===== src/hdl/locd_pkg.sv =====
// ----------------------------------------------------------------------------
// locd_pkg
// Shared types and constants of the object cache directory.
// ----------------------------------------------------------------------------
package locd_pkg;

    localparam int ENTRIES_DEF    = 16;
    localparam int KEY_BITS_DEF   = 64;
    localparam int STAMP_BITS_DEF = 32;

    localparam int KEY_W  = 64;
    localparam int SIZE_W = 17;
    localparam int SLOT_W = 4;

    localparam logic [SIZE_W-1:0] MAX_OBJECT_RESET = 17'd102400;

    typedef enum logic {
        ACT_LOOKUP = 1'b0,
        ACT_INSERT = 1'b1
    } t_action;

    typedef struct packed {
        t_action             action;
        logic [KEY_W-1:0]    object_key;
        logic [SIZE_W-1:0]   object_bytes;
    } t_req;

    typedef struct packed {
        logic                hit;
        logic [SLOT_W-1:0]   slot;
        logic [SIZE_W-1:0]   stored_bytes;
        logic                evicted;
        logic                accepted;
    } t_rsp;

    typedef enum logic [1:0] {
        ST_IDLE,
        ST_SCAN,
        ST_WRITE,
        ST_DONE
    } t_state;

endpackage


===== src/hdl/locd_ram.sv =====
// ----------------------------------------------------------------------------
// locd_ram
// Simple dual port RAM, one write and one registered read port.
// ----------------------------------------------------------------------------
module locd_ram #(
    parameter int WIDTH = 8,
    parameter int DEPTH = 16
) (
    input  logic                     i_clk,
    input  logic                     i_we,
    input  logic [$clog2(DEPTH)-1:0] i_waddr,
    input  logic [WIDTH-1:0]         i_wdata,
    input  logic                     i_re,
    input  logic [$clog2(DEPTH)-1:0] i_raddr,
    output logic [WIDTH-1:0]         o_rdata
);

    logic [WIDTH-1:0] r_mem [DEPTH];
    logic [WIDTH-1:0] r_rdata;

    always_ff @(posedge i_clk) begin
        if (i_we) begin
            r_mem[i_waddr] <= i_wdata;
        end
        if (i_re) begin
            r_rdata <= r_mem[i_raddr];
        end
    end

    assign o_rdata = r_rdata;

endmodule


===== src/hdl/lru_object_cache_directory.sv =====
// ----------------------------------------------------------------------------
// lru_object_cache_directory
// Fully associative object cache directory with timestamp LRU replacement.
//
// Request channel (i_in_valid / o_in_ready, payload i_in): a lookup or an
// insert. Response channel (o_out_valid / i_out_ready, payload o_out): one
// response per request. Config channel (i_cfg_valid / o_cfg_ready, data
// i_cfg_data) sets the largest object size an insert may store; write it
// only while no request is in flight.
// Each request scans the entry RAM one entry per cycle through its single
// read port, then writes back the chosen entry (an insert, or the hit of a
// lookup; a lookup miss writes nothing). The response is registered after
// the scan, the write-back state and the done state; the next request is
// taken once the block is back in idle. An insert that is too large skips
// the scan and the write-back and goes straight to the done state.
// The response sits in an output register; if the receiver stalls, a
// finished request waits until that register frees up.
// Reset empties every entry at once, clears the stamp counter and restores
// the size limit to 102400; the block takes requests right after reset.
// ----------------------------------------------------------------------------
module lru_object_cache_directory #(
    parameter int ENTRIES    = locd_pkg::ENTRIES_DEF,
    parameter int KEY_BITS   = locd_pkg::KEY_BITS_DEF,
    parameter int STAMP_BITS = locd_pkg::STAMP_BITS_DEF
) (
    input  logic                        i_clk,
    input  logic                        i_rst_n,
    input  logic                        i_in_valid,
    output logic                        o_in_ready,
    input  locd_pkg::t_req              i_in,
    output logic                        o_out_valid,
    input  logic                        i_out_ready,
    output locd_pkg::t_rsp              o_out,
    input  logic                        i_cfg_valid,
    output logic                        o_cfg_ready,
    input  logic [locd_pkg::SIZE_W-1:0] i_cfg_data
);

    localparam int IDX_W = $clog2(ENTRIES);
    localparam int CNT_W = $clog2(ENTRIES + 1);
    localparam int SZ_W  = locd_pkg::SIZE_W;
    localparam int ENT_W = STAMP_BITS + KEY_BITS + SZ_W;
    localparam logic [CNT_W-1:0]      SCAN_LEN  = CNT_W'(ENTRIES);
    localparam logic [STAMP_BITS-1:0] STAMP_MAX = {STAMP_BITS{1'b1}};

    locd_pkg::t_state r_state, n_state;

    logic [SZ_W-1:0]       r_max;
    logic [STAMP_BITS-1:0] r_stamp;
    logic [ENTRIES-1:0]    r_used;

    locd_pkg::t_action     r_action;
    logic [KEY_BITS-1:0]   r_key;
    logic [SZ_W-1:0]       r_bytes;
    logic                  r_refuse;

    logic [CNT_W-1:0]      r_rd_cnt;
    logic                  r_cmp_vld;
    logic [IDX_W-1:0]      r_cmp_idx;

    logic                  r_found;
    logic [IDX_W-1:0]      r_found_idx;
    logic [SZ_W-1:0]       r_found_size;
    logic                  r_empty_found;
    logic [IDX_W-1:0]      r_empty_idx;
    logic [STAMP_BITS-1:0] r_min_stamp;
    logic [IDX_W-1:0]      r_min_idx;

    locd_pkg::t_rsp        r_out;
    logic                  r_out_vld;

    logic                  in_xfer;
    logic                  out_free;
    logic                  ram_re;
    logic                  ram_we;
    logic                  out_load;
    logic                  scan_end;
    logic [IDX_W-1:0]      ram_raddr;
    logic [IDX_W-1:0]      ram_waddr;
    logic [ENT_W-1:0]      ram_wdata;
    logic [ENT_W-1:0]      ram_rdata;
    logic [STAMP_BITS-1:0] rd_stamp;
    logic [KEY_BITS-1:0]   rd_key;
    logic [SZ_W-1:0]       rd_size;
    logic                  rd_used;
    logic [IDX_W-1:0]      pick;
    logic [STAMP_BITS-1:0] fresh;
    logic                  is_insert;
    locd_pkg::t_rsp        rsp;

    assign in_xfer   = i_in_valid && o_in_ready;
    assign out_free  = !r_out_vld || i_out_ready;
    assign is_insert = (r_action == locd_pkg::ACT_INSERT);
    assign scan_end  = (r_rd_cnt == SCAN_LEN) && !r_cmp_vld;
    assign ram_raddr = r_rd_cnt[IDX_W-1:0];
    assign pick      = r_empty_found ? r_empty_idx : r_min_idx;
    assign fresh     = (r_stamp == STAMP_MAX) ? r_stamp : r_stamp + 1'b1;

    assign rd_stamp = ram_rdata[ENT_W-1 -: STAMP_BITS];
    assign rd_key   = ram_rdata[SZ_W +: KEY_BITS];
    assign rd_size  = ram_rdata[SZ_W-1:0];
    assign rd_used  = r_used[r_cmp_idx];

    assign ram_waddr = is_insert ? pick : r_found_idx;
    assign ram_wdata = {fresh, r_key, is_insert ? r_bytes : r_found_size};

    // next state
    always_comb begin
        n_state = r_state;
        case (r_state)
            locd_pkg::ST_IDLE: begin
                if (in_xfer) begin
                    if (i_in.action == locd_pkg::ACT_INSERT && i_in.object_bytes > r_max) begin
                        n_state = locd_pkg::ST_DONE;
                    end else begin
                        n_state = locd_pkg::ST_SCAN;
                    end
                end
            end
            locd_pkg::ST_SCAN: begin
                if (scan_end) begin
                    n_state = locd_pkg::ST_WRITE;
                end
            end
            locd_pkg::ST_WRITE: begin
                n_state = locd_pkg::ST_DONE;
            end
            locd_pkg::ST_DONE: begin
                if (out_free) begin
                    n_state = locd_pkg::ST_IDLE;
                end
            end
            default: begin
                n_state = locd_pkg::ST_IDLE;
            end
        endcase
    end

    // state outputs
    always_comb begin
        o_in_ready = 1'b0;
        ram_re     = 1'b0;
        ram_we     = 1'b0;
        out_load   = 1'b0;
        case (r_state)
            locd_pkg::ST_IDLE: begin
                o_in_ready = 1'b1;
            end
            locd_pkg::ST_SCAN: begin
                ram_re = (r_rd_cnt != SCAN_LEN);
            end
            locd_pkg::ST_WRITE: begin
                ram_we = is_insert || r_found;
            end
            locd_pkg::ST_DONE: begin
                out_load = out_free;
            end
            default: begin
                o_in_ready = 1'b0;
            end
        endcase
    end

    // response fields
    always_comb begin
        rsp = '0;
        if (!r_refuse) begin
            if (is_insert) begin
                rsp.slot     = locd_pkg::SLOT_W'(pick);
                rsp.evicted  = !r_empty_found;
                rsp.accepted = 1'b1;
            end else if (r_found) begin
                rsp.hit          = 1'b1;
                rsp.slot         = locd_pkg::SLOT_W'(r_found_idx);
                rsp.stored_bytes = r_found_size;
            end
        end
    end

    always_ff @(posedge i_clk) begin
        if (!i_rst_n) begin
            r_state   <= locd_pkg::ST_IDLE;
            r_max     <= locd_pkg::MAX_OBJECT_RESET;
            r_stamp   <= '0;
            r_used    <= '0;
            r_out_vld <= 1'b0;
            r_cmp_vld <= 1'b0;
        end else begin
            r_state   <= n_state;
            r_cmp_vld <= ram_re;
            if (i_cfg_valid) begin
                r_max <= i_cfg_data;
            end
            if (ram_we) begin
                r_stamp            <= fresh;
                r_used[ram_waddr]  <= 1'b1;
            end
            if (out_load) begin
                r_out_vld <= 1'b1;
            end else if (i_out_ready) begin
                r_out_vld <= 1'b0;
            end
        end
    end

    // request capture and scan bookkeeping
    always_ff @(posedge i_clk) begin
        if (in_xfer) begin
            r_action      <= i_in.action;
            r_key         <= i_in.object_key[KEY_BITS-1:0];
            r_bytes       <= i_in.object_bytes;
            r_refuse      <= (i_in.action == locd_pkg::ACT_INSERT) && (i_in.object_bytes > r_max);
            r_rd_cnt      <= '0;
            r_found       <= 1'b0;
            r_empty_found <= 1'b0;
        end else if (ram_re) begin
            r_rd_cnt <= r_rd_cnt + 1'b1;
        end
        if (ram_re) begin
            r_cmp_idx <= ram_raddr;
        end
        if (r_cmp_vld) begin
            if (rd_used && rd_key == r_key && !r_found) begin
                r_found      <= 1'b1;
                r_found_idx  <= r_cmp_idx;
                r_found_size <= rd_size;
            end
            if (!rd_used && !r_empty_found) begin
                r_empty_found <= 1'b1;
                r_empty_idx   <= r_cmp_idx;
            end
            if (r_cmp_idx == '0 || rd_stamp < r_min_stamp) begin
                r_min_stamp <= rd_stamp;
                r_min_idx   <= r_cmp_idx;
            end
        end
        if (out_load) begin
            r_out <= rsp;
        end
    end

    locd_ram #(
        .WIDTH (ENT_W),
        .DEPTH (ENTRIES)
    ) u_ram (
        .i_clk   (i_clk),
        .i_we    (ram_we),
        .i_waddr (ram_waddr),
        .i_wdata (ram_wdata),
        .i_re    (ram_re),
        .i_raddr (ram_raddr),
        .o_rdata (ram_rdata)
    );

    assign o_out_valid = r_out_vld;
    assign o_out       = r_out;
    assign o_cfg_ready = 1'b1;

endmodule

===== config.mk =====
export PLATFORM = sky130hd
export DESIGN_NAME = lru_object_cache_directory
export DESIGN_NICKNAME = d
export VERILOG_FILES = /design/src/hdl/locd_pkg.sv /design/src/hdl/locd_ram.sv /design/src/hdl/lru_object_cache_directory.sv
export SDC_FILE = /design/constraint.sdc
export NUM_CORES = 2
export LEC_CHECK = 0
export BUFFER_PORTS_ARGS = -buffer_cell sky130_fd_sc_hd__clkbuf_2
export CORE_MARGIN = 2
export CORE_UTILIZATION = 54
export DETAILED_ROUTE_END_ITERATION = 8
export GPL_TIMING_DRIVEN = 0
export PLACE_DENSITY = 0.79
export SYNTH_ARGS = -nofsm -noshare
export SYNTH_HDL_FRONTEND = slang
export SYNTH_SLANG_ARGS = --single-unit

===== constraint.sdc =====
create_clock -name i_clk -period 16.68 [get_ports i_clk]
set_clock_uncertainty 0.05 [all_clocks]
set_input_delay 0.834 -clock i_clk [delete_from_list [all_inputs] [get_ports i_clk]]
set_output_delay 0.834 -clock i_clk [all_outputs]
set_load 0.01 [all_outputs]

==> results.sh <==
export IMPL_crit_path_max_incr_delay_ns=1.04
export IMPL_timing_rr_end="u_ram.o_rdata[30]$_DFFE_PP_"
export IMPL_worstPathRequired_ns=17.15
export IMPL_hold_violations=0
export IMPL_synth_edf_count=2093
export IMPL_insertion_delay_ns=0.85
export IMPL_rrSetupSlack_ns=11.96
export IMPL_leakagePower_nw=29.4
export IMPL_final_nets=4203
export IMPL_grt_use_total=0.294
export IMPL_vias_per_cell=6.89
export IMPL_root_buffer="clkbuf_16"
export IMPL_fp_dieW_um=395
export IMPL_vias=43013
export IMPL_status="finished, violations left"
export IMPL_numPortBuffers=128
export IMPL_dp_hpwl_um=126000
export IMPL_endpoint_kind="register"
export IMPL_numCtsBuffers=195
export IMPL_cts_setup_buffers=0
export IMPL_ys_seq_area_frac=0.778
export IMPL_die_area_um2=156000
export IMPL_violations="max-capacitance violations, max-slew violations"
export IMPL_grt_max_degree=65
export IMPL_crit_path_frequent_cell="buf_12"
export IMPL_gr_usage_met2=0.483
export IMPL_fin_total_pwr_mw=14.1
export IMPL_min_from="i_in[42]"
export IMPL_syn_nets=3773
export IMPL_synthTopCellsByArea="edfxtp_1 (76%), mux4_2 (15%), dfxtp_1 (1.8%), ha_1 (0.83%), xnor2_1 (0.55%)"
export IMPL_synth_seq_cells=2169
export IMPL_hp_class="primary input to register"
export IMPL_hold_path_depth=1
export IMPL_antenna_found_initial=9
export IMPL_swShare=0.275
export IMPL_arrival_ns=5.19
export IMPL_worst_slew_pin_slew_ns=1.53
export IMPL_drive_gt1_frac=0.276
export IMPL_max_slew_margin_rel=-0.0215
export IMPL_dr_pass1_iters=8
export IMPL_setup_viol_count_final=0
export IMPL_p_clk_frac=0.332
export IMPL_grt_pass1_vias=43906
export IMPL_clkTransAtPathRegs_ns=0.08
export IMPL_synth_area_um2=82700
export IMPL_drtAntennaViolNets=0
export IMPL_setup_worst_path_start_class="register"
export IMPL_synthDistinctLibCells=60
export IMPL_die_h_um=395
export IMPL_seqPwrFrac=0.473
export IMPL_maxCapViolCount=1
export IMPL_min_to="r_key[25]$_DFFE_PP_"
export IMPL_crit_fanout=20
export IMPL_drv_slew=11
export IMPL_holdBufCountCts=0
export IMPL_fin_crit_ns=4.72
export IMPL_ys_warnings_count=0
export IMPL_cts_max_level=4
export IMPL_rows=143
export IMPL_core_um2=152000
export IMPL_area_growth_synth_to_final_pct=14.8
export IMPL_reg2reg_depth=12
export IMPL_start_util=0.544
export IMPL_ioPinCount=131
export IMPL_powerDensity_nw_per_um2=148
export IMPL_drt_iter0_markers=7384
export IMPL_ys_flop_type="edfxtp_1"
export IMPL_synth_top_area_cell="edfxtp_1"
export IMPL_reg2reg_from="r_rd_cnt[1]$_SDFFE_PP0P_"
export IMPL_peakVddDrop_uv=102
export IMPL_async_reset_ff_frac=0
export IMPL_final_period_utilization=0.283
export IMPL_grt_use_met3=0.0725
export IMPL_busiest_layer="met2"
export IMPL_synthCells=3614
export IMPL_internal_power_mw=10.2
export IMPL_cp_top_family="buffers and inverters"
export IMPL_cp_cell_sequence="clkbuf_1 > clkbuf_1 > clkbuf_1 > inv_1 > ha_1 > nor4bb_1 > nor2_4 > buf_12 > buf_12 > buf_16 > buf_12 > buf_12"
export IMPL_power_switching_mw=3.87
export IMPL_gp_congestion=0.840
export IMPL_met1_usage=0.374
export IMPL_rsz0062_at_grt="false"
export IMPL_fin_cells=6246
export IMPL_critPathBufInv=9
export IMPL_finalSetupTns_ns=0
export IMPL_placed_cells=5876
export IMPL_critPathKind="register to register"
export IMPL_cts_sinks=2169
export IMPL_synth_top_cell_area_share=0.760
export IMPL_clock_fmax_ghz=0.212
export IMPL_drc_errors=0
export IMPL_clk_path_buf_depth=3
export IMPL_grt_ovfl_total=0
export IMPL_cts_resized=0
export IMPL_cp_slowest_cell="clkbuf_1"
export IMPL_cts_tree="built"
export IMPL_avgSynthCellArea_um2=22.9
export IMPL_combPwrFrac=0.195
export IMPL_wl_um=229000
export IMPL_grt_pass1_wl_um=324000
export IMPL_wl_per_cell_um=36.6
-- metrics by stage --
stage                     utilization  hold slack, ns  cell area, µm²  setup WS [ns]
after floorplan                     -           0.350           82700           9.09
after global placement          0.565           0.355           85900           1.83
after detailed placement        0.580           0.356           88300          12.14
after CTS                       0.624          0.0842           94800          12.10
after global routing            0.624           0.105           94900          11.91
final                           0.624           0.129           94900          11.96
-- power groups by stage --
stage | Clock, mW | Combinational, mW | Sequential (mW)
floorplan | 0 | 1.68 | 6.69
global placement | 0 | 2.44 | 6.81
detailed placement | 0 | 2.61 | 6.74
CTS | 4.69 | 2.73 | 6.64
global route | 4.86 | 2.83 | 6.67
finish | 4.68 | 2.75 | 6.65
-- state kept, by name, summed over array words and instances, names as in the netlist, 24 cells and up --
signal,cells
o_out,24
r_key,64
r_min_stamp,32
r_stamp,32
u_ram.o_rdata,113
u_ram.r_mem,1808
-- cell families after synthesis --
logic type      share of synthesized area
compound gates                     0.0125
xor+xnor                          0.00847
fa+ha+maj                         0.00832
buf+inv                            0.0117
flops                               0.778
mux                                 0.162
other cells                     0.0000453
simple gates                       0.0192
-- cell usage in the layout (no fill, tap or decap), drive strengths merged, types with 6 or more instances in the layout --
master	count
clkinv	87
nand3	13
a21oi	37
o21a	20
nor3	26
nor2	64
nand2b	22
bufinv	27
o211ai	7
a21o	10
mux2	22
nor4	17
clkbuf	476
o31ai	12
mux4	567
edfxtp	2093
o21ai	13
mux2i	34
or4	13
ha	55
inv	85
a2111o	7
clkinvlp	8
dfxtp	76
nor2b	16
buf	159
o41ai	8
xor2	28
a221oi	6
and4	8
xnor2	52
and2	19
nand2	51
nand4	30
-- area by class of cell --
cell class,instances,area [µm²]
clock inverter,129,1470
inverter,78,298
buffer,166,676
antenna,4,10.0
fill,9409,57200
tap,2030,2540
timing repair buffer,233,2860
clock buffer,236,5100
multi-input combinational,1201,17600
sequential,2169,64400
-- cell usage after synthesis, types with 4 or more instances --
master and count:
a2111o_1 7, a21o_1 10, a21oi_1 37, a221oi_1 6, and2_1 19, and3_1 4, and4_1 8, buf_1 37
buf_2 12, buf_6 4, clkbuf_1 112, dfxtp_1 76, edfxtp_1 2093, ha_1 55, inv_1 78, mux2_2 21
mux2i_1 34, mux4_2 567, nand2_1 51, nand2b_1 22, nand3_1 13, nand4_1 28, nor2_1 64, nor2b_1 16
nor3_1 26, nor4_1 16, o211ai_1 7, o21a_1 20, o21ai_0 11, o22ai_1 5, o31ai_1 12, o41ai_1 8
or3_1 4, or4_1 13, xnor2_1 52, xor2_1 28
-- per-layer routing --
layer  vias up  share of wire
met5         -        0.00028
met4        10          0.050
met3       712           0.12
met2      3859           0.50
met1     22317           0.33
li1      16115              -
-- worst max path at each step --
stage | startpoint | to | slack, ns | depth (start not counted)
2_1_floorplan | r_rd_cnt[0]$_SDFFE_PP0P_ | r_rd_cnt[2]$_SDFFE_PP0P_ | 9.09 | 10
6_report | r_rd_cnt[1]$_SDFFE_PP0P_ | u_ram.o_rdata[30]$_DFFE_PP_ | 11.96 | 12
3_5_place_dp | r_rd_cnt[1]$_SDFFE_PP0P_ | u_ram.o_rdata[51]$_DFFE_PP_ | 12.14 | 12
5_1_grt | r_rd_cnt[1]$_SDFFE_PP0P_ | u_ram.o_rdata[48]$_DFFE_PP_ | 11.91 | 12
3_3_place_gp | r_rd_cnt[1]$_SDFFE_PP0P_ | r_rd_cnt[2]$_SDFFE_PP0P_ | 1.83 | 10
4_1_cts | r_rd_cnt[1]$_SDFFE_PP0P_ | u_ram.o_rdata[30]$_DFFE_PP_ | 12.10 | 12
(Power assumes the default switching activity.)
